`config.mk`:
```
export PLATFORM = sky130hd
export DESIGN_NAME = sfa_sqrt
export DESIGN_NICKNAME = d
export VERILOG_FILES = /design/src/sv/sfa_pkg.sv /design/src/sv/sfa_sqrt.sv
export SDC_FILE = /design/constraint.sdc
export NUM_CORES = 1
export LEC_CHECK = 0
export ABC_CLOCK_PERIOD_IN_PS = 5450
export BUFFER_PORTS_ARGS = -buffer_cell sky130_fd_sc_hd__buf_2
export CAP_MARGIN = 15
export CORE_UTILIZATION = 35
export CTS_CLUSTER_DIAMETER = 100
export DETAILED_ROUTE_END_ITERATION = 6
export MAX_ROUTING_LAYER = met4
export PLACE_DENSITY = 0.61
export SKIP_CTS_REPAIR_TIMING = 1
export SLEW_MARGIN = 20
export SYNTH_ARGS = -nofsm -noshare
export SYNTH_HDL_FRONTEND = slang
export SYNTH_SLANG_ARGS = --single-unit
```
`constraint.sdc`:
```
create_clock -name clk -period 5.45 [get_ports clk]
set_input_delay 0.2725 -clock clk [delete_from_list [all_inputs] [get_ports clk]]
set_output_delay 0.2725 -clock clk [all_outputs]
set_load 0.02 [all_outputs]
```
`src/sv/sfa_pkg.sv`:
```
// shared constants, types and helpers for the spring force accumulator
package sfa_pkg;

	localparam int NUM_PARTICLES = 4096;
	localparam int IDX_W = $clog2(NUM_PARTICLES);
	localparam int PART_W = 12;
	localparam int POS_W = 32;
	localparam int DIFF_W = POS_W + 1;
	localparam int SUM_W = 2 * DIFF_W + 2;
	localparam int ROOT_W = 35;
	localparam int FMAG_W = 31;
	localparam int NUM_W = FMAG_W + DIFF_W;
	localparam int ACC_W = 32;

	localparam logic [1:0] CFG_STIFFNESS = 2'd0;
	localparam logic [1:0] CFG_GRAVITY = 2'd1;
	localparam logic [1:0] CFG_DEADBAND = 2'd2;

	localparam logic [31:0] STIFFNESS_RST = 32'd65536;
	localparam logic [31:0] GRAVITY_RST = 32'd642253;
	localparam logic [15:0] DEADBAND_RST = 16'd66;

	localparam logic OP_SPRING = 1'b0;
	localparam logic OP_FRAME = 1'b1;

	typedef logic signed [ACC_W-1:0] acc_t;
	typedef logic [ACC_W*3-1:0] acc_vec_t;

	function automatic acc_t sat32(input logic signed [ACC_W:0] v);
		if (v[ACC_W] != v[ACC_W-1]) begin
			sat32 = v[ACC_W] ? {1'b1, {(ACC_W-1){1'b0}}} : {1'b0, {(ACC_W-1){1'b1}}};
		end else begin
			sat32 = v[ACC_W-1:0];
		end
	endfunction

endpackage

```
`src/sv/sfa_sqrt.sv`:
```
// iterative integer square root, one root bit per cycle
module sfa_sqrt (
	input  logic                       clk,
	input  logic                       arst_n,
	input  logic                       start,
	input  logic [sfa_pkg::SUM_W-1:0]  radicand,
	output logic                       done,
	output logic [sfa_pkg::ROOT_W-1:0] root
);
	import sfa_pkg::*;

	localparam int RAD_W = 2 * ROOT_W;
	localparam int REM_W = ROOT_W + 2;
	localparam int CNT_W = $clog2(ROOT_W + 1);

	logic [RAD_W-1:0] rad_q;
	logic [REM_W-1:0] rem_q;
	logic [ROOT_W-1:0] root_q;
	logic [CNT_W-1:0] cnt_q;
	logic busy_q;
	logic done_q;
	logic [REM_W+1:0] trial;
	logic [REM_W+1:0] sub;

	assign sub = {(REM_W + 2 - ROOT_W - 2)'(0), root_q, 2'b01};
	assign trial = {rem_q, rad_q[RAD_W-1 -: 2]} - sub;

	always_ff @(posedge clk or negedge arst_n) begin
		if (!arst_n) begin
			busy_q <= 1'b0;
			done_q <= 1'b0;
			cnt_q <= '0;
		end else begin
			done_q <= 1'b0;
			if (start) begin
				busy_q <= 1'b1;
				cnt_q <= CNT_W'(ROOT_W);
			end else if (busy_q) begin
				cnt_q <= cnt_q - 1'b1;
				if (cnt_q == CNT_W'(1)) begin
					busy_q <= 1'b0;
					done_q <= 1'b1;
				end
			end
		end
	end

	always_ff @(posedge clk) begin
		if (start) begin
			rad_q <= {(RAD_W - SUM_W)'(0), radicand};
			rem_q <= '0;
			root_q <= '0;
		end else if (busy_q) begin
			rad_q <= {rad_q[RAD_W-3:0], 2'b00};
			if (!trial[REM_W+1]) begin
				rem_q <= trial[REM_W-1:0];
				root_q <= {root_q[ROOT_W-2:0], 1'b1};
			end else begin
				rem_q <= {rem_q[REM_W-3:0], rad_q[RAD_W-1 -: 2]};
				root_q <= {root_q[ROOT_W-2:0], 1'b0};
			end
		end
	end

	assign done = done_q;
	assign root = root_q;
endmodule

```
---- After elaboration in Yosys (flattened, before gate mapping) ----
Index checks and enable logic that the tools add are counted.
cells by class
  multiplexer cells ....................... 12
  equality and inequality tests ........... 1
  add/sub/neg operators ................... 2
  reduce and logical (&&, ||, !) cells .... 1
operators by type and width
  cell                   number
  $mux W68               2
  $sub A39 B37 Y39       1
  $mux W37               1
  $mux W6                2
  $mux W1                7
  $eq A6 B1 Y1 const B   1
  $sub A6 B1 Y6 const B  1
  $reduce_bool A2 Y1     1
storage, ports and cells
  output and inout bits ................... 36
  word-level logic and storage cells ...... 23
  bits in registers ....................... 150
  bits of input ports ..................... 71

---- Logic depth before layout (Yosys ltp) ----
  depth in word-level cells ............... 4
  depth in mapped cells ................... 14
  mapped depth without buffers ............ 11

---- Least setup slack after synthesis ----
Ideal clock, no wire load.
  path kind ............................... register to register
  from .................................... reg root_q[19], in the netlist root[19]
  to ...................................... reg rem_q[29]
  data required time ...................... 5.359 ns
  path buffers ............................ 3
  setup time .............................. 0.091 ns
  clock period less this slack ............ 3.664 ns
  cell stages (with the launch flop) ...... 15
  slack ................................... 1.786 ns
  arrival time ............................ 3.573 ns
  path through ............................ dfxtp_1 -> inv_1 -> ha_1 -> buf_2 -> a21o_1 -> o21bai_1 -> o32ai_1 -> a31oi_1 -> a311o_1 -> a311oi_4 -> xnor2_1 -> clkbuf_1 -> clkbuf_1 -> nand2_1 -> a311oi_1
on the way
  longest elaborated chain between the ends .. 2
RTL lines
  item                    RTL line        RTL
  start, declared         sfa_sqrt.sv:18  logic [ROOT_W-1:0] root_q;
  start signal, assigned  sfa_sqrt.sv:57  root_q <= {root_q[ROOT_W-2:0], 1'b1};
  start signal, assigned  sfa_sqrt.sv:60  root_q <= {root_q[ROOT_W-2:0], 1'b0};
  $sub A39 B37 Y39        sfa_sqrt.sv:26  assign trial = {rem_q, rad_q[RAD_W-1 -: 2]} - sub;
  $mux W37                sfa_sqrt.sv:55  if (!trial[REM_W+1]) begin
  end signal, assigned    sfa_sqrt.sv:56  rem_q <= trial[REM_W-1:0];
  end signal, assigned    sfa_sqrt.sv:59  rem_q <= {rem_q[REM_W-3:0], rad_q[RAD_W-1 -: 2]};
  end, declared           sfa_sqrt.sv:17  logic [REM_W-1:0] rem_q;
Every way passes these cells.
A chain may end at the register's enable or synchronous reset.

---- Worst setup path in the final report ----
  from .................................... reg root_q[0], in the netlist root[0]
  to ...................................... reg rem_q[5]
The elaborated chain is that of the path after synthesis.

==> flow_results.xml <==
<?xml version="1.0" encoding="UTF-8"?>
<metrics>
  <group name="power_and_ir_drop">
    <metric name="power.density" unit="nW/µm²">529</metric>
    <metric name="leakage" unit="µW">0.00428</metric>
    <metric name="power.ir.vdd_worst" unit="µV">221</metric>
  </group>
  <group name="yosys">
    <metric name="syn_area_per_cell" unit="µm²">9.95</metric>
    <metric name="yosys-top-cells-area" unit="">edfxtp_1, dfxtp_1, mux2_2</metric>
    <metric name="syn_area" unit="µm²">8310</metric>
    <metric name="yosys_warns" unit="">0</metric>
    <metric name="asyncSetResetFlopFracSynth" unit="%">5.33</metric>
    <metric name="synth_top_area_share" unit="%">24.6</metric>
    <metric name="synth.lib_cells_used.distinct" unit="">60</metric>
    <metric name="synth_top_cell_by_area" unit="">edfxtp_1</metric>
    <metric name="netlist_instances" unit="">835</metric>
    <metric name="ys_seq_elements" unit="">150</metric>
    <metric name="synth-main-ff-cell" unit="">dfxtp_1</metric>
    <metric name="synth_seq_area_share" unit="%">44.8</metric>
    <metric name="synth_enable_flop_cells" unit="">68</metric>
    <metric name="synth.net_count" unit="">944</metric>
    <metric name="synth_commonest_cells" unit="">nor2_1, nand2_1, dfxtp_1, edfxtp_1, mux2_2</metric>
    <metric name="yosysMostFrequentCell" unit="">nor2_1</metric>
  </group>
  <group name="outcome">
    <metric name="outcome" unit="">finished, final reports clean</metric>
  </group>
  <group name="finish">
    <metric name="layout.nets" unit="">1032</metric>
    <metric name="layout-drive-gt1-share" unit="%">23.6</metric>
    <metric name="fill_cells" unit="">2341</metric>
    <metric name="area_growth" unit="%">17.4</metric>
  </group>
  <group name="critical_path">
    <metric name="worstReg2RegStart" unit="">root[0]$_SDFFE_PP0P_</metric>
    <metric name="cp_data_arrival_time" unit="ps">4350</metric>
    <metric name="endpoint" unit="">rem_q[5]$_SDFFE_PP0P_</metric>
    <metric name="r2r_setup_slack" unit="ps">1420</metric>
    <metric name="capture_instance_of_the_worst_register_to_register_path" unit="">rem_q[5]$_SDFFE_PP0P_</metric>
    <metric name="worst_path_max_delay_cell" unit="">xnor2_2</metric>
    <metric name="crit_path_launch" unit="">root[0]$_SDFFE_PP0P_</metric>
    <metric name="start_kind" unit="">flip-flop</metric>
    <metric name="critical_path.max_stage_delay" unit="ps">870</metric>
    <metric name="worst_r2r_path_depth" unit="">12</metric>
    <metric name="worst-endpoint-required" unit="ps">5770</metric>
    <metric name="timing.critical_path.to_type" unit="">flip-flop</metric>
    <metric name="path_cells" unit="">inv_1 &gt; ha_1 &gt; nor2b_1 &gt; o2111ai_1 &gt; a21o_1 &gt; a31oi_1 &gt; a311o_1 &gt; a311oi_4 &gt; xnor2_2 &gt; buf_4 &gt; nand2_1 &gt; a311oi_1</metric>
    <metric name="crit_path_max_fanout" unit="">19</metric>
    <metric name="timing.setup.critical_path_class" unit="">flip-flop to flip-flop</metric>
  </group>
  <group name="floorplanning">
    <metric name="top_ports" unit="">107</metric>
    <metric name="rows" unit="">56</metric>
    <metric name="die_y" unit="µm">156</metric>
    <metric name="floorplan.die_area" unit="µm²">24400</metric>
    <metric name="start_util" unit="%">35.5</metric>
    <metric name="die_w" unit="µm">156</metric>
    <metric name="core-area" unit="µm²">23400</metric>
  </group>
  <group name="timing">
    <metric name="max-slew-margin-rel" unit="%">28.2</metric>
    <metric name="timing.clock.skew" unit="ps">9.22</metric>
    <metric name="final_min_period_over_clock_period" unit="%">73.9</metric>
    <metric name="clock.fmax" unit="MHz">248</metric>
    <metric name="setup_tns" unit="ps">0</metric>
    <metric name="slew_violations" unit="">0</metric>
    <metric name="final_worst_path_period_need" unit="ps">4030</metric>
    <metric name="finalWorstSetupSlack" unit="ps">1420</metric>
    <metric name="setup-violations-final" unit="">0</metric>
    <metric name="hold_slack" unit="ps">131</metric>
    <metric name="unrepaired_setup_endpoints_after_global_routing" unit="">no</metric>
    <metric name="worst-slew-pin-transition" unit="ps">1070</metric>
    <metric name="finalHoldViolCount" unit="">0</metric>
  </group>
  <group name="clocking">
    <metric name="maximum_level_of_the_cts_h_tree" unit="">4</metric>
    <metric name="tritoncts" unit="">yes</metric>
    <metric name="clk-insertion-delay-late" unit="ps">430</metric>
    <metric name="cts.clk_slew.worst_paths" unit="ps">70</metric>
    <metric name="clockRootBuffer" unit="">clkbuf_16</metric>
    <metric name="clock_tree.buffer_depth" unit="">2</metric>
    <metric name="cts_sinks" unit="">150</metric>
    <metric name="cts_made_buffers" unit="">17</metric>
  </group>
  <group name="global_routing">
    <metric name="maximum_number_of_pins_on_one_net_before_global_route_repair" unit="">81</metric>
    <metric name="grt_pass1_wl" unit="µm">30600</metric>
    <metric name="globalRouteTotalUtil" unit="%">16.2</metric>
    <metric name="grt-busiest-layer" unit="">met2</metric>
    <metric name="grt_met2_usage" unit="%">23.7</metric>
    <metric name="globalRouteMet1Util" unit="%">21.8</metric>
    <metric name="antenna_violations_before_repair" unit="">2</metric>
    <metric name="met3_usage" unit="%">4.17</metric>
    <metric name="gr-total-overflow" unit="">0</metric>
    <metric name="first_global_vias" unit="">6070</metric>
  </group>
  <group name="job">
    <metric name="timing.max_cap.violations" unit="">0</metric>
  </group>
  <group name="drt">
    <metric name="first_iter_violations" unit="">302</metric>
    <metric name="route.antenna.remaining_nets" unit="">0</metric>
    <metric name="dr_total_vias" unit="">6312</metric>
    <metric name="wire_per_inst" unit="µm">14.7</metric>
    <metric name="firstDrtPassIters" unit="">4</metric>
    <metric name="routed_wirelength" unit="µm">18400</metric>
    <metric name="drt-vias-per-instance" unit="">5.02</metric>
    <metric name="post-route-drc-count" unit="">0</metric>
  </group>
  <group name="placement">
    <metric name="place_ws" unit="ps">1430</metric>
    <metric name="dp_hpwl" unit="µm">12700</metric>
    <metric name="port_buffers" unit="">106</metric>
    <metric name="gp_congestion" unit="">0.890</metric>
  </group>
  <group name="worst_hold_path">
    <metric name="timing.hold.worst.class" unit="">primary input to flip-flop</metric>
  </group>
</metrics>
## placed cells by master (no fill, tap or decap), types with 7 or more instances in the layout
cell type / count
ha_1: 38
nand2_1: 85
o21ai_0: 34
and3_1: 7
o21a_1: 8
a311oi_1: 24
mux2_2: 66
inv_1: 49
nor3_1: 9
and2_1: 10
buf_2: 105
dfxtp_1: 74
nor2_1: 89
a21o_1: 17
mux2i_1: 45
nor2b_1: 7
xnor2_1: 24
xor2_1: 10
dfrtp_1: 7
clkbuf_16: 17
edfxtp_1: 68
a21oi_1: 38
## registers in the layout, indices dropped and copies added, names as in the netlist
register / cells
busy_q: 1
cnt_q: 6
done: 1
rad_q: 70
rem_q: 37
root: 35
## kinds of logic (layout without fill, tap and decap cells)
kind of cell / count (synthesis) / count (layout) / synth area share, %
compound gates: 171 / 171 / 14.5
xor+xnor: 36 / 36 / 3.80
fa+ha+maj: 38 / 38 / 5.72
buf+inv: 93 / 194 / 4.25
flops: 150 / 150 / 44.8
mux: 111 / 111 / 14.4
other cells: 0 / 2 / 0
simple gates: 236 / 236 / 12.5
## metrics by stage
step	utilization, %	instances	total power [µW]	instance area [µm²]
2_1_floorplan	-	835	3400	8310
3_3_place_gp	39.0	1222	3920	9130
3_5_place_dp	39.0	1222	3930	9130
4_1_cts	41.6	1254	5200	9740
5_1_grt	41.7	1257	5560	9750
6_report	41.7	1257	5160	9750
## cell type report
| cell class | instances | area, µm² | area share [%] |
|---|---|---|---|
| Multi-Input combinational cell | 592 | 4250 | 43.5 |
| Sequential cell | 150 | 3730 | 38.2 |
| Timing Repair Buffer | 112 | 581 | 5.95 |
| Clock buffer | 18 | 429 | 4.40 |
| Tap cell | 319 | 399 | 4.09 |
| Inverter | 50 | 188 | 1.92 |
| Clock inverter | 14 | 178 | 1.82 |
| Antenna cell | 2 | 5.00 | 0.0513 |
## critical path, delay by kind of cell, from the launching register on
family	cells	cell delay, ps
adder cells (fa/ha/maj)	1	350
flip-flops	1	380
AND/OR/NAND/NOR	2	270
XOR/XNOR	1	870
AO/OA/AOI/OAI	6	1600
buffers and inverters	2	450
## per-layer routing
layer / vias to the layer above / routed length [µm]
li1: 3184 / -
met1: 2952 / 9040
met2: 163 / 8040
met3: 13 / 1210
met4: 0 / 142
met5: - / 0
## how the worst min path moves through the flow
stage,startpoint,depth (start not counted),slack (ps),endpoint
2_1_floorplan,arst_n,0,-20,busy_q$_DFF_PN0_
3_3_place_gp,arst_n,1,130,done$_DFF_PN0_
3_5_place_dp,arst_n,1,130,done$_DFF_PN0_
4_1_cts,arst_n,1,-340,done$_DFF_PN0_
5_1_grt,radicand[0],2,120,rad_q[0]$_SDFFCE_PN0P_
6_report,radicand[1],2,130,rad_q[1]$_SDFFCE_PN0P_
## where the power goes
part	internal, µW	leakage, µW	total [µW]	switching [µW]
combinational	1090	0.00256	2470	1380
clock	698	0.000293	1230	534
sequential	1360	0.00142	1460	108
total	3140	0.00428	5160	2020
Power figures use the tool's default switching activity.
