[src/sv/sfa_pkg.sv]
// shared constants, types and helpers for the spring force accumulator
package sfa_pkg;

	localparam int NUM_PARTICLES = 4096;
	localparam int IDX_W = $clog2(NUM_PARTICLES);
	localparam int PART_W = 12;
	localparam int POS_W = 32;
	localparam int DIFF_W = POS_W + 1;
	localparam int SUM_W = 2 * DIFF_W + 2;
	localparam int ROOT_W = 35;
	localparam int FMAG_W = 31;
	localparam int NUM_W = FMAG_W + DIFF_W;
	localparam int ACC_W = 32;

	localparam logic [1:0] CFG_STIFFNESS = 2'd0;
	localparam logic [1:0] CFG_GRAVITY = 2'd1;
	localparam logic [1:0] CFG_DEADBAND = 2'd2;

	localparam logic [31:0] STIFFNESS_RST = 32'd65536;
	localparam logic [31:0] GRAVITY_RST = 32'd642253;
	localparam logic [15:0] DEADBAND_RST = 16'd66;

	localparam logic OP_SPRING = 1'b0;
	localparam logic OP_FRAME = 1'b1;

	typedef logic signed [ACC_W-1:0] acc_t;
	typedef logic [ACC_W*3-1:0] acc_vec_t;

	function automatic acc_t sat32(input logic signed [ACC_W:0] v);
		if (v[ACC_W] != v[ACC_W-1]) begin
			sat32 = v[ACC_W] ? {1'b1, {(ACC_W-1){1'b0}}} : {1'b0, {(ACC_W-1){1'b1}}};
		end else begin
			sat32 = v[ACC_W-1:0];
		end
	endfunction

endpackage

[src/sv/sfa_div.sv]
// three-lane restoring divider, shared divisor, one quotient bit per cycle
module sfa_div (
	input  logic                       clk,
	input  logic                       arst_n,
	input  logic                       start,
	input  logic [sfa_pkg::NUM_W-1:0]  num [3],
	input  logic [sfa_pkg::ROOT_W-1:0] den,
	output logic                       done,
	output logic [sfa_pkg::FMAG_W-1:0] quo [3]
);
	import sfa_pkg::*;

	localparam int CNT_W = $clog2(FMAG_W + 1);

	logic [ROOT_W-1:0] rem_q [3];
	logic [FMAG_W-1:0] sh_q [3];
	logic [ROOT_W-1:0] den_q;
	logic [CNT_W-1:0] cnt_q;
	logic busy_q;
	logic done_q;
	logic [ROOT_W:0] t [3];
	logic [ROOT_W:0] td [3];

	always_comb begin
		for (int i = 0; i < 3; i++) begin
			t[i] = {rem_q[i], sh_q[i][FMAG_W-1]};
			td[i] = t[i] - {1'b0, den_q};
		end
	end

	always_ff @(posedge clk or negedge arst_n) begin
		if (!arst_n) begin
			busy_q <= 1'b0;
			done_q <= 1'b0;
			cnt_q <= '0;
		end else begin
			done_q <= 1'b0;
			if (start) begin
				busy_q <= 1'b1;
				cnt_q <= CNT_W'(FMAG_W);
			end else if (busy_q) begin
				cnt_q <= cnt_q - 1'b1;
				if (cnt_q == CNT_W'(1)) begin
					busy_q <= 1'b0;
					done_q <= 1'b1;
				end
			end
		end
	end

	always_ff @(posedge clk) begin
		if (start) begin
			den_q <= den;
			for (int i = 0; i < 3; i++) begin
				rem_q[i] <= ROOT_W'(num[i][NUM_W-1:FMAG_W]);
				sh_q[i] <= num[i][FMAG_W-1:0];
			end
		end else if (busy_q) begin
			for (int i = 0; i < 3; i++) begin
				if (!td[i][ROOT_W]) begin
					rem_q[i] <= td[i][ROOT_W-1:0];
					sh_q[i] <= {sh_q[i][FMAG_W-2:0], 1'b1};
				end else begin
					rem_q[i] <= t[i][ROOT_W-1:0];
					sh_q[i] <= {sh_q[i][FMAG_W-2:0], 1'b0};
				end
			end
		end
	end

	assign done = done_q;
	assign quo = sh_q;
endmodule

[config.mk]
export PLATFORM = sky130hd
export DESIGN_NAME = sfa_div
export DESIGN_NICKNAME = d
export VERILOG_FILES = /design/src/sv/sfa_pkg.sv /design/src/sv/sfa_div.sv
export SDC_FILE = /design/constraint.sdc
export NUM_CORES = 1
export LEC_CHECK = 0
export BUFFER_PORTS_ARGS = -buffer_cell sky130_fd_sc_hd__buf_2
export CAP_MARGIN = 10
export CORE_ASPECT_RATIO = 1.75
export CORE_MARGIN = 3
export CORE_UTILIZATION = 40
export CTS_BUF_LIST = sky130_fd_sc_hd__clkbuf_8
export CTS_CLUSTER_DIAMETER = 200
export DETAILED_ROUTE_END_ITERATION = 10
export GPL_TIMING_DRIVEN = 0
export HOLD_SLACK_MARGIN = 0.08
export MAX_ROUTING_LAYER = met4
export SLEW_MARGIN = 20
export SYNTH_ARGS = -nofsm -noshare
export SYNTH_HDL_FRONTEND = slang
export SYNTH_SLANG_ARGS = --single-unit
[constraint.sdc]
create_clock -name clk -period 3.8 [get_ports clk]
set_clock_uncertainty 0.15 [all_clocks]
set_input_delay 0.38 -clock clk [delete_from_list [all_inputs] [get_ports clk]]
set_output_delay 0.38 -clock clk [all_outputs]
set_load 0.02 [all_outputs]
Word-level counts from Yosys, hierarchy flattened. Memories as Yosys holds them, arrays and structs flattened. Index checks and enable logic that the tools add are counted.

$add $sub $neg: 4. Multipliers: 0. Divide/modulo/power cells: 0. Order comparisons: 0. Equal/unequal tests: 1. Shift operators: 0. Muxes and demuxes: 45. Bitwise gates (word level): 6. Reductions and logical operators: 1.

Operators with widths (count): 2-to-1 mux 35 bit (6); 2-to-1 mux 93 bit (2); subtractor 36 x 35 -> 36 bit (3); 2-to-1 mux 1 bit (35); 2-to-1 mux 5 bit (2); OR 1 bit (6); == test 5 x 1 -> 1 bit (second input constant) (1); subtractor 5 x 1 -> 5 bit (second input constant) (1); nonzero test 2 bit (1).

Bits in registers: 135. Bits in latches: 0. RAM bits: 105. ROM bits: 0. Input port bits: 230. Logic and storage cells: 65. Memories: 1.

Memories: rem_q (words 3, width 35, rd ports 3, clocked after memory_dff 0, wr ports 3, RTL line sfa_div.sv:15) `logic [ROOT_W-1:0] rem_q [3];`.

Longest topological paths before layout. Gate-level depths: netlist (run 1).

Word-level depth: 7. Mapped depth: 16. Gate-level depth less buffers: 14.

Worst setup path after synthesis (run 1). OpenSTA, ideal clock, no wires.

Path type: input-to-reg. From: input port start. To: register sh_q, in the netlist quo[0], enable pin. Arrival time: 3479 ps. Required time: 3174 ps. Setup slack: -304 ps. Stages on the path: 3. Path buffers: 2. Cells stage by stage: clkbuf_1 clkbuf_1 or2_2.

Longest elaborated chain between the ends: 1.

RTL lines: from (decl) (RTL line sfa_div.sv:5) `input logic start,`; nonzero test 2 bit (no line); to (signal, indexed assignment) (RTL line sfa_div.sv:56) `sh_q[i] <= num[i][FMAG_W-1:0];`; to (signal, indexed assignment) (RTL line sfa_div.sv:62) `sh_q[i] <= {sh_q[i][FMAG_W-2:0], 1'b1};`; to (signal, indexed assignment) (RTL line sfa_div.sv:65) `sh_q[i] <= {sh_q[i][FMAG_W-2:0], 1'b0};`; to (decl) (RTL line sfa_div.sv:16) `logic [FMAG_W-1:0] sh_q [3];`.

Every way passes these cells. A chain may end at the register's enable or synchronous reset.

==> results_tabular.tex, run 1 <==
\begin{tabular}{lr}
\hline
Metric & Value \\
\hline
\multicolumn{2}{l}{\textbf{Status}} \\
Run status & complete, no violations \\
\multicolumn{2}{l}{\textbf{Die}} \\
Core Rows & between 90 and 100 \\
Die H & 269 µm \\
Starting utilization of the core area & 0.409 \\
\# IOs & between 300 and 400 \\
Core Box Area & about 39,000 µm² \\
Area of the die & about 42,000 µm² \\
Horiz. Die Dim & 156 µm \\
\multicolumn{2}{l}{\textbf{Global route}} \\
Wire length of the first global-routing pass & slightly above 80,000 µm \\
Remaining Overflow, GRT & 0 \\
Overall Global Routing Usage & 0.252 \\
Maximum number of pins on one net before global-route repair & 54 \\
Via count of the first global-routing pass & approximately 15,000 \\
Number of antenna violations at the first check in global routing & 1 \\
\multicolumn{2}{l}{\textbf{Synthesis}} \\
Biggest area contributors in the synthesized netlist & edfxtp\_1 44\%, ha\_1 8.4\%, mux2\_2 6.5\%, mux2i\_1 4.1\%, o21ai\_0 3.8\% \\
Count of state elements after synthesis & between 200 and 250 \\
YS warnings & 0 \\
Main combinational cell family by area after synthesis & compound AO/OA/AOI/OAI gates \\
Post-synthesis cell count & $\sim$1,500 \\
Cell types with the highest counts after synthesis & 233 x edfxtp\_1, 146 x nand2\_1, 121 x o21ai\_0 \\
Synth Area in Simple Gates & 0.103 \\
Count of different cell masters after synthesis & about 70 \\
Cell taking the most area after synthesis & edfxtp\_1 \\
Mux cell area share after synthesis & 0.107 \\
Post-synthesis compound-gate area fraction & 0.161 \\
Share of synthesized cell area in full adder, half adder and majority cells & 0.0883 \\
Synthesized Nets & around 1,800 \\
Number of synthesized flops with an enable pin & about 230 \\
Most instantiated flip-flop cell in the synthesis netlist & edfxtp\_1 \\
Fraction of registers with async set or reset after synthesis & 0.0292 \\
Cell Area, Synth & $\sim$16,000 µm² \\
Most frequent cell after synthesis & edfxtp\_1 \\
Seq/Total Area, Yosys & 0.453 \\
Portion of synthesized cell area occupied by the leading cell type & 0.442 \\
Syn avg cell area & 10.6 µm² \\
Synthesized-area fraction occupied by xor and xnor cells & 0.0542 \\
\multicolumn{2}{l}{\textbf{CTS}} \\
Clock Path Buffers & 3 \\
H-tree depth & 2 \\
Post-CTS clock slew at the launch and capture registers of the worst setup and hold paths & about 0.060 ns \\
Skew-Pair Late Insertion Delay & between 0.5 and 0.6 ns \\
Inserted Clock Buffers & 41 \\
Root Buffer Master & clkbuf\_8 \\
Clock tree from TritonCTS & built \\
Clock Sink Count & between 200 and 250 \\
\multicolumn{2}{l}{\textbf{Timing}} \\
Period minus WS final & 3.69 ns \\
Max Clock Freq & between 200 and 300 MHz \\
Max-slew headroom at the worst pin & 0.432 \\
Slew at the pin closest to its max-slew limit & $\sim$0.85 ns \\
Final setup slack of the worst path & about 0.11 ns \\
Number of slew-limit violations in the final report & 0 \\
Count of endpoints failing setup in the final report & 0 \\
Post-route fraction of the period consumed by the critical path & 0.971 \\
Final number of hold-violating endpoints & 0 \\
\multicolumn{2}{l}{\textbf{Route}} \\
Aggregate routed wire length & 53,100 µm \\
Routed WL per cell & $\sim$20 µm \\
Per-cell via count in the routed design & about 5.4 \\
DRT iter0 DRCs & $\sim$650 \\
First-pass iteration count of the detailed router & 5 \\
Via count & 14,074 \\
DRC Markers & 0 \\
Number of routed nets with antenna violations & 0 \\
\multicolumn{2}{l}{\textbf{Setup path}} \\
Worst endpoint data arrival time & 3.96 ns \\
Critical-path top delay cell & a311o\_2 \\
Cell-by-cell listing of the critical path & inv\_1, ha\_1, nand3\_1, o22ai\_2, nor3\_2, o31ai\_4, a21o\_1, a31oi\_4, o21ai\_4, a21oi\_1, a311o\_2, buf\_12, buf\_12, mux2\_1, o21ai\_1 \\
Required time at the endpoint of the critical path & roughly 4.1 ns \\
CP startpoint kind & register \\
Path depth of the worst reg2reg path & 15 \\
Most Frequent Cell on Critical Path & buf\_12 \\
Number of buffers and inverters on the critical path & 3 \\
Critical Setup Path Class & register to register \\
Maximum fanout encountered on the critical timing path & 7 \\
Maximum cell stage delay along the critical path & around 0.43 ns \\
Family of cells with the greatest summed delay on the critical path & compound AO/OA/AOI/OAI gates \\
Type of element capturing the critical path & register \\
WP depth & 15 \\
\multicolumn{2}{l}{\textbf{Layout}} \\
Post-layout instance count excluding filler cells & roughly 2,600 \\
Final cell utilization of the core & 0.559 \\
Layout overhead on the synthesized area & 36.6\% \\
Proportion of layout cells with a drive suffix above 1 & 0.270 \\
Number of nets at the end of the flow & around 2,500 \\
\multicolumn{2}{l}{\textbf{Placed design}} \\
Number of instances in the placed design & $\sim$2,300 \\
Buffers on Ports & 323 \\
HPWL after detailed placement & $\sim$40,000 µm \\
Setup WS pre-CTS & -0.645 ns \\
Final estimated routing congestion in global placement & 0.963 \\
\multicolumn{2}{l}{\textbf{Pwr}} \\
Leakage & approximately 9.6 nW \\
Power consumption & around 13 mW \\
Power density over the cells & a little over 600 nW/µm² \\
Max rail drop VDD & 0.000368 V \\
\multicolumn{2}{l}{\textbf{Run}} \\
Max-Cap Viols & 0 \\
\multicolumn{2}{l}{\textbf{Worst hold path}} \\
Hold path cells & 1 \\
Worst hold path type & primary input to register \\
\hline
\end{tabular}
what timing repair did:
action / in CTS / in global routing
hold buffers: 229 / 0
pin swaps: 6 / 23
endpoints found under the setup margin: 101 / 83
gates resized for setup: 35 / 47
setup buffers: 7 / 15
endpoints found under the hold margin: 234 / 0
cell usage in the layout, fill, tap and decap left out, types with 5 or more instances in the layout:
cell type,instances
a21oi_1,96
nand2b_1,23
clkinv_1,13
o21ai_0,115
dlygate4sd3_1,229
o21bai_1,12
inv_1,64
o21ai_1,8
nand4_1,9
clkbuf_1,37
edfxtp_1,233
nand2_1,146
a21oi_2,12
and3_1,11
dfrtp_1,7
xor2_1,33
clkbuf_8,43
o211ai_1,12
nor2b_1,5
o21a_1,15
a211oi_1,9
nor3_1,11
inv_2,11
ha_1,102
a21o_1,60
nand3_1,34
a21oi_4,5
buf_2,323
mux2_2,91
and2_1,9
buf_6,6
mux2i_1,63
a31oi_1,10
buf_4,27
nor2_1,83
xnor2_1,65
kinds of logic after synthesis:
logic type,after synthesis
mux,158
simple gates,359
xor+xnor,98
buf+inv,125
fa+ha+maj,110
compound gates,405
flops,240
final cells by class:
class / count / area, µm²
sequential: 240 / 7170
tap: 485 / 607
multi-input combinational: 1130 / 8420
inverter: 64 / 240
timing repair buffer: 578 / 4180
antenna: 1 / 2.50
clock inverter: 29 / 120
fill: 3358 / 17100
buffer: 57 / 314
clock buffer: 43 / 592
sequential cells by signal (all words and copies together), names as in the netlist:
name	cells
cnt_q	5
den_q	35
quo	93
rem_q	105
done	1
busy_q	1
metrics by stage:
| step | TNS, ns | hold slack (ns) | instance area [µm²] |
|---|---|---|---|
| 2_1_floorplan | 0 | -0.0656 | 15800 |
| 3_3_place_gp | -320.38 | 0.0852 | 18100 |
| 3_5_place_dp | -53.08 | 0.0838 | 18200 |
| 4_1_cts | 0 | 0.332 | 21300 |
| 5_1_grt | -0.237 | 0.222 | 21600 |
| 6_report | 0 | 0.221 | 21600 |
power by group:
group | internal, mW | total (mW) | switching [mW]
Sequential | 3.67 | 4.04 | 0.376
Clock | 1.04 | 2.17 | 1.13
Combinational | 3.34 | 7.23 | 3.89
worst paths after layout:
kind / start / to / slack (ns)
max: den_q[7] / rem_q[2][1] / 0.11
max in group asynchronous: arst_n / done / 2.60
min reg2reg: cnt_q[4] / cnt_q[4] / 0.39
min: start / den_q[0] / 0.22
min in group asynchronous: arst_n / cnt_q[3] / 0.65
max reg2reg: den_q[7] / rem_q[2][1] / 0.11
worst register-to-register path, stage by stage (launching register included):
cell and delay [ns]:
edfxtp_1 0.32, inv_1 0.10, ha_1 0.42, nand3_1 0.24
o22ai_2 0.30, nor3_2 0.09, o31ai_4 0.09, a21o_1 0.24
a31oi_4 0.14, o21ai_4 0.21, a21oi_1 0.09, a311o_2 0.43
buf_12 0.18, buf_12 0.14, mux2_1 0.31, o21ai_1 0.12
layer usage:
layer,vias up,part of all wire,track usage
li1,6778,-,-
met1,6701,0.36,0.259
met2,471,0.53,0.460
met3,124,0.044,0.0316
met4,0,0.057,0.128
met5,-,0,-
No activity file was read; power rests on OpenSTA's default activity.
==> inputs of run 2 (changes only) <==
--- a/config.mk
+++ b/config.mk
@@ -7,15 +7,18 @@
 export LEC_CHECK = 0
 export BUFFER_PORTS_ARGS = -buffer_cell sky130_fd_sc_hd__buf_2
 export CAP_MARGIN = 10
+export CELL_PAD_IN_SITES_DETAIL_PLACEMENT = 1
+export CELL_PAD_IN_SITES_GLOBAL_PLACEMENT = 2
 export CORE_ASPECT_RATIO = 1.75
 export CORE_MARGIN = 3
-export CORE_UTILIZATION = 40
+export CORE_UTILIZATION = 33
 export CTS_BUF_LIST = sky130_fd_sc_hd__clkbuf_8
 export CTS_CLUSTER_DIAMETER = 200
 export DETAILED_ROUTE_END_ITERATION = 10
 export GPL_TIMING_DRIVEN = 0
 export HOLD_SLACK_MARGIN = 0.08
 export MAX_ROUTING_LAYER = met4
+export PLACE_DENSITY_LB_ADDON = 0.05
 export SLEW_MARGIN = 20
 export SYNTH_ARGS = -nofsm -noshare
 export SYNTH_HDL_FRONTEND = slang
==> run 2 against run 1 <==
Count of clock-buffer cells in the layout rose by 1. Combinational power rose by 3.9%. Register-to-register slack got worse by 0.02 ns. Routed wire length rose by 14%. Critical endpoint is now rem_q[2][26].
==> results_tabular.tex, run 2 (synthesized netlist as in run 1, its figures left out) <==
\begin{tabular}{lr}
\hline
Metric & Value \\
\hline
\multicolumn{2}{l}{\textbf{Layout}} \\
Post-layout instance area & approximately 22,000 µm² \\
Layout overhead on the synthesized area & 39.4\% \\
Flip-flop count of the largest register, all copies and words added & $\sim$110 \\
Leading cell types in the layout, fill and taps excluded & 325 x buf\_2, 233 x edfxtp\_1, 229 x dlygate4sd3\_1 \\
Number of nets at the end of the flow & between 2,000 and 2,500 \\
Most common cell after layout, fill and taps aside & buf\_2 \\
Top register by number of flip-flops & rem\_q \\
Proportion of layout cells with a drive suffix above 1 & 0.286 \\
\multicolumn{2}{l}{\textbf{Pwr}} \\
Switching share of power & 0.406 \\
Max rail drop VDD & 0.000328 V \\
Leakage & 9.68 nW \\
Power consumption & roughly 14 mW \\
Combinational share of power & 0.533 \\
Clock network fraction of design power & 0.180 \\
Share of total power in sequential cells & 0.287 \\
Internal power & about 8.4 mW \\
Power density over the cells & 638 nW/µm² \\
Total net switching power & between 5 and 6 mW \\
\multicolumn{2}{l}{\textbf{Placed design}} \\
Placed Instance Area & 18,300 µm² \\
Setup WS pre-CTS & -1.07 ns \\
Buffers on Ports & 323 \\
HPWL after detailed placement & 45,300 µm \\
Final estimated routing congestion in global placement & about 0.85 \\
\multicolumn{2}{l}{\textbf{Timing}} \\
Count of endpoints failing setup in the final report & 0 \\
Slew at the pin closest to its max-slew limit & between 0.9 and 1 ns \\
Unrepaired setup endpoints after global routing & yes \\
Max Clock Freq & roughly 270 MHz \\
Period minus WS final & 3.70 ns \\
Max-slew headroom at the worst pin & 0.336 \\
Final number of hold-violating endpoints & 0 \\
Post-route fraction of the period consumed by the critical path & 0.975 \\
Final setup slack of the worst path & $\sim$0.095 ns \\
Number of slew-limit violations in the final report & 0 \\
\multicolumn{2}{l}{\textbf{Setup path}} \\
Required time at the endpoint of the critical path & 3.98 ns \\
Maximum cell stage delay along the critical path & 0.37 ns \\
Critical Setup Path Class & register to register \\
CP startpoint kind & register \\
Worst endpoint data arrival time & 3.89 ns \\
Cell-by-cell listing of the critical path & inv\_1, ha\_2, a21o\_1, or3\_1, o211ai\_1, a41oi\_2, o21a\_1, o21ai\_0, nor2b\_2, o21bai\_1, xor2\_1, mux2i\_2, o21ai\_0 \\
Maximum fanout encountered on the critical timing path & 5 \\
Worst setup path startpoint & den\_q[5] \\
R2r startpoint & den\_q[5] \\
Most Frequent Cell on Critical Path & o21ai\_0 \\
Number of buffers and inverters on the critical path & 1 \\
Type of element capturing the critical path & register \\
Family of cells with the greatest summed delay on the critical path & compound AO/OA/AOI/OAI gates \\
Critical-path top delay cell & ha\_2 \\
\multicolumn{2}{l}{\textbf{Global route}} \\
Overall Global Routing Usage & 0.245 \\
Number of antenna violations at the first check in global routing & 3 \\
Maximum number of pins on one net before global-route repair & 51 \\
Wire length of the first global-routing pass & about 90,000 µm \\
Remaining Overflow, GRT & 0 \\
Via count of the first global-routing pass & approximately 16,000 \\
\multicolumn{2}{l}{\textbf{Die}} \\
Starting utilization of the core area & 0.336 \\
Core Box Area & approximately 47,000 µm² \\
Core Rows & 105 \\
Horiz. Die Dim & 172 µm \\
\# IOs & 324 \\
Die H & 296 µm \\
Area of the die & around 50,000 µm² \\
\multicolumn{2}{l}{\textbf{CTS}} \\
H-tree depth & 2 \\
Clock Path Buffers & 3 \\
Post-CTS clock slew at the launch and capture registers of the worst setup and hold paths & about 0.060 ns \\
Skew-Pair Late Insertion Delay & between 0.6 and 0.7 ns \\
Clock Sink Count & 240 \\
Clock tree from TritonCTS & built \\
Inserted Clock Buffers & between 40 and 50 \\
Root Buffer Master & clkbuf\_8 \\
\multicolumn{2}{l}{\textbf{Route}} \\
Per-cell via count in the routed design & approximately 5 \\
Number of routed nets with antenna violations & 0 \\
First-pass iteration count of the detailed router & 5 \\
Routed wl met3 & around 1900 µm \\
DRC Markers & 0 \\
DRT iter0 DRCs & 492 \\
Routed WL per cell & roughly 22 µm \\
Aggregate routed wire length & approximately 61,000 µm \\
Highest Signal Layer & met4 \\
Met2 WL & about 34,000 µm \\
Via count & approximately 14,000 \\
Met1 Wirelength & approximately 22,000 µm \\
\multicolumn{2}{l}{\textbf{Worst hold path}} \\
Startpoint of the tightest hold check path & start \\
Worst hold path type & primary input to register \\
\multicolumn{2}{l}{\textbf{Status}} \\
Run status & complete, no violations \\
\multicolumn{2}{l}{\textbf{Run}} \\
Max-Cap Viols & 0 \\
\hline
\end{tabular}
[run 2: cell count changes in the layout (fill, tap and decap cells not counted), moves of 3 or more]
cell	previous run	this run
a21oi_2	12	9
buf_4	27	33
bufinv_16	0	3
clkbuf_1	37	34
clkinv_1	13	7
ha_1	102	95
ha_2	2	9
inv_1	64	60
inv_4	0	5
mux2i_1	63	58
mux2i_2	1	7
o21ai_0	115	109
o21ai_1	8	13
[run 2: worst paths after layout]
kind / end / cells past startpoint / slack, ns
hold reg to reg: cnt_q[3] / 2 / 0.40
hold / removal: den_q[1] / 1 / 0.17
setup reg to reg: rem_q[2][26] / 13 / 0.1
min in group asynchronous: busy_q / 3 / 0.58
max in group asynchronous: cnt_q[2] / 3 / 2.67
setup / recovery: rem_q[2][26] / 13 / 0.1
[run 2: metrics by stage]
step	TNS, ns	instances	util	hold WS (ns)
finish	0	2741	0.468	0.172
global route	-0.180	2741	0.468	0.186
CTS	0	2722	0.460	0.159
detailed placement	-67.17	2410	0.388	0.0762
global placement	-364.89	2406	0.386	0.0721
floorplan	0	1495	-	-0.0656
[run 2: final cells by class]
class                   instances  area, µm²
fillers                      5292      25100
multi-input cells            1130       8500
flip-flops and latches        240       7170
repair buffers                586       4260
well taps                     588        736
clock buffers                  44        606
plain buffers                  55        320
inverters                      64        260
clock inverters                31        228
diodes                          3       7.51
[run 2: metal layers]
metal	track usage	vias to the layer above
met4	0.0923	0
met2	0.470	339
li1	-	6801
met3	0.0296	97
met1	0.249	6884
met5	-	-
[run 2: what timing repair did]
action	4_1_cts	5_1_grt
gates resized for setup	56	72
pin swaps	12	26
buffers inserted	11	19
hold endpoints to repair	234	0
setup endpoints to repair	107	103
hold buffers	229	0
[run 2: power groups by stage]
stage	clock network [mW]	logic [mW]	registers (mW)
3_3_place_gp	0	6.58	4.07
3_5_place_dp	0	6.72	4.07
2_1_floorplan	0	4.85	4.10
6_report	2.53	7.51	4.05
5_1_grt	2.73	8.29	4.12
4_1_cts	2.63	7.13	4.04
==> inputs of run 3 (changes only) <==
--- a/config.mk
+++ b/config.mk
@@ -9,7 +9,7 @@
 export CAP_MARGIN = 10
 export CELL_PAD_IN_SITES_DETAIL_PLACEMENT = 1
 export CELL_PAD_IN_SITES_GLOBAL_PLACEMENT = 2
-export CORE_ASPECT_RATIO = 1.75
+export CORE_ASPECT_RATIO = 0.6
 export CORE_MARGIN = 3
 export CORE_UTILIZATION = 33
 export CTS_BUF_LIST = sky130_fd_sc_hd__clkbuf_8
==> run 3 against run 2 <==
Global-route usage is 0.45 points lower. Final cell count is 1.8% higher. Register-to-register slack worse by 0.08 ns. Die area hardly changed. Count of clock-buffer cells in the layout is 1 lower. First-iteration DRC count is 69% higher. Core utilization is 0.89 points higher. Cell area is 1.2% higher.
==> results_tabular.tex, run 3 (synthesized netlist as in run 1, its figures left out) <==
\begin{tabular}{lr}
\hline
Metric & Value \\
\hline
\multicolumn{2}{l}{\textbf{Setup path}} \\
Cell-by-cell listing of the critical path & inv\_1, ha\_1, or2\_2, a31o\_1, a21oi\_4, o21ai\_4, a31oi\_4, o21ai\_4, a311o\_2, buf\_12, buf\_12, mux2\_1, o21ai\_1 \\
Type of element capturing the critical path & register \\
R2r startpoint & den\_q[16] \\
CP startpoint kind & register \\
Worst endpoint data arrival time & 4.07 ns \\
Critical Setup Path Class & register to register \\
Critical-path top delay cell & a311o\_2 \\
WP depth & 13 \\
Number of buffers and inverters on the critical path & 3 \\
Family of cells with the greatest summed delay on the critical path & compound AO/OA/AOI/OAI gates \\
Path depth of the worst reg2reg path & 13 \\
Worst setup path startpoint & den\_q[16] \\
Required time at the endpoint of the critical path & slightly above 4 ns \\
Maximum fanout encountered on the critical timing path & 9 \\
Maximum cell stage delay along the critical path & between 0.5 and 0.6 ns \\
\multicolumn{2}{l}{\textbf{Route}} \\
DRT iter0 DRCs & 833 \\
Routed WL per cell & 21.4 µm \\
First-pass iteration count of the detailed router & 5 \\
Per-cell via count in the routed design & about 5.1 \\
Number of routed nets with antenna violations & 0 \\
DRC Markers & 0 \\
Aggregate routed wire length & $\sim$60,000 µm \\
Via count & approximately 14,000 \\
\multicolumn{2}{l}{\textbf{Worst hold path}} \\
Startpoint of the tightest hold check path & start \\
Hold path cells & 1 \\
Worst hold path type & primary input to register \\
\multicolumn{2}{l}{\textbf{Placed design}} \\
HPWL after detailed placement & 43,500 µm \\
Number of instances in the placed design & about 2,500 \\
Buffers on Ports & 323 \\
Final estimated routing congestion in global placement & between 0.8 and 0.9 \\
\multicolumn{2}{l}{\textbf{Layout}} \\
Post-layout instance count excluding filler cells & 2,791 \\
Leading cell types in the layout, fill and taps excluded & 325 x buf\_2, 233 x edfxtp\_1, 229 x dlygate4sd3\_1 \\
Most common cell after layout, fill and taps aside & buf\_2 \\
Final cell utilization of the core & 0.477 \\
Layout overhead on the synthesized area & 41.2\% \\
Proportion of layout cells with a drive suffix above 1 & 0.289 \\
Number of nets at the end of the flow & 2,465 \\
Fill cell instance count of the final layout & 5,309 \\
Top register by number of flip-flops & rem\_q \\
Flip-flop count of the largest register, all copies and words added & roughly 110 \\
\multicolumn{2}{l}{\textbf{CTS}} \\
H-tree depth & 2 \\
Clock Path Buffers & 3 \\
Root Buffer Master & clkbuf\_8 \\
Inserted Clock Buffers & 43 \\
Skew-Pair Late Insertion Delay & 0.60 ns \\
Post-CTS clock slew at the launch and capture registers of the worst setup and hold paths & around 0.07 ns \\
Clock tree from TritonCTS & built \\
Clock Sink Count & 240 \\
\multicolumn{2}{l}{\textbf{Die}} \\
Starting utilization of the core area & 0.338 \\
Horiz. Die Dim & about 290 µm \\
Die H & roughly 180 µm \\
Area of the die & 50,800 µm² \\
Core Rows & roughly 60 \\
Core Box Area & between 40,000 and 50,000 µm² \\
\# IOs & around 320 \\
\multicolumn{2}{l}{\textbf{Global route}} \\
Number of antenna violations at the first check in global routing & 3 \\
Maximum number of pins on one net before global-route repair & 49 \\
Wire length of the first global-routing pass & just over 90,000 µm \\
Via count of the first global-routing pass & between 10,000 and 15,000 \\
Overall Global Routing Usage & 0.240 \\
Remaining Overflow, GRT & 0 \\
\multicolumn{2}{l}{\textbf{Timing}} \\
Unrepaired setup endpoints after global routing & yes \\
Period minus WS final & around 3.8 ns \\
Max Clock Freq & approximately 260 MHz \\
Count of endpoints failing setup in the final report & 0 \\
Final number of hold-violating endpoints & 0 \\
Number of slew-limit violations in the final report & 0 \\
Post-route fraction of the period consumed by the critical path & 0.995 \\
Hold slack final & about 0.21 ns \\
Max-slew headroom at the worst pin & 0.347 \\
Slew at the pin closest to its max-slew limit & roughly 1 ns \\
\multicolumn{2}{l}{\textbf{Pwr}} \\
Power density over the cells & around 660 nW/µm² \\
Leakage & $\sim$9.8 nW \\
Max rail drop VDD & about 0.00034 V \\
Power consumption & 14.7 mW \\
\multicolumn{2}{l}{\textbf{Status}} \\
Run status & complete, no violations \\
\multicolumn{2}{l}{\textbf{Run}} \\
Max-Cap Viols & 0 \\
\hline
\end{tabular}
-- run 3: routing by layer --
layer	vias to the layer above	global-route usage	share of wire
met5	-	-	0
met4	0	0.0440	0.014
met3	67	0.0283	0.037
met2	270	0.358	0.43
met1	6992	0.353	0.52
li1	6835	-	-
-- run 3: layout make-up --
class / instances / area [µm²] / area share
buffer: 56 / 350 / 0.0157
timing repair buffer: 590 / 4300 / 0.192
tap: 630 / 788 / 0.0352
sequential: 240 / 7170 / 0.321
inverter: 64 / 243 / 0.0109
antenna: 2 / 5.00 / 0.000224
clock buffer: 43 / 592 / 0.0265
multi-input combinational: 1130 / 8740 / 0.391
clock inverter: 36 / 178 / 0.00794
-- run 3: worst paths after layout --
path | to | slack [ns]
min in group asynchronous | done | 0.61
worst max register to register | rem_q[2][0] | 0.02
max in group asynchronous | busy_q | 2.64
worst max-delay path | rem_q[2][0] | 0.02
worst min register to register | cnt_q[4] | 0.40
worst min-delay path | den_q[30] | 0.21
-- run 3: power by group --
| part | internal (mW) | switching [mW] | total [mW] |
|---|---|---|---|
| logic | 3.74 | 4.50 | 8.24 |
| clock network | 1.08 | 1.27 | 2.35 |
| registers | 3.67 | 0.409 | 4.08 |
-- run 3: repair_timing --
action	CTS	global route
hold buffers	229	0
setup endpoints to repair	108	108
gates cloned	0	1
pin swaps	14	31
endpoints found under the hold margin	234	0
setup buffers	11	22
resized for setup	70	95
-- run 3: stage by stage --
step           worst slack [ns]  instance area [µm²]  setup TNS (ns)
3_3_place_gp              -1.88                18300         -423.40
5_1_grt                 -0.0673                22400          -0.197
3_5_place_dp              -1.10                18400          -65.87
2_1_floorplan             0.465                15800               0
6_report                 0.0188                22400               0
4_1_cts                 -0.0491                21800          -0.144
-- run 3: worst reg2reg max path, stage by stage, from the launching register on --
cell and delay [ns]:
edfxtp_1 0.35, inv_1 0.19, ha_1 0.31, or2_2 0.32, a31o_1 0.26, a21oi_4 0.24
o21ai_4 0.13, a31oi_4 0.24, o21ai_4 0.10, a311o_2 0.51, buf_12 0.20, buf_12 0.15
mux2_1 0.34, o21ai_1 0.14
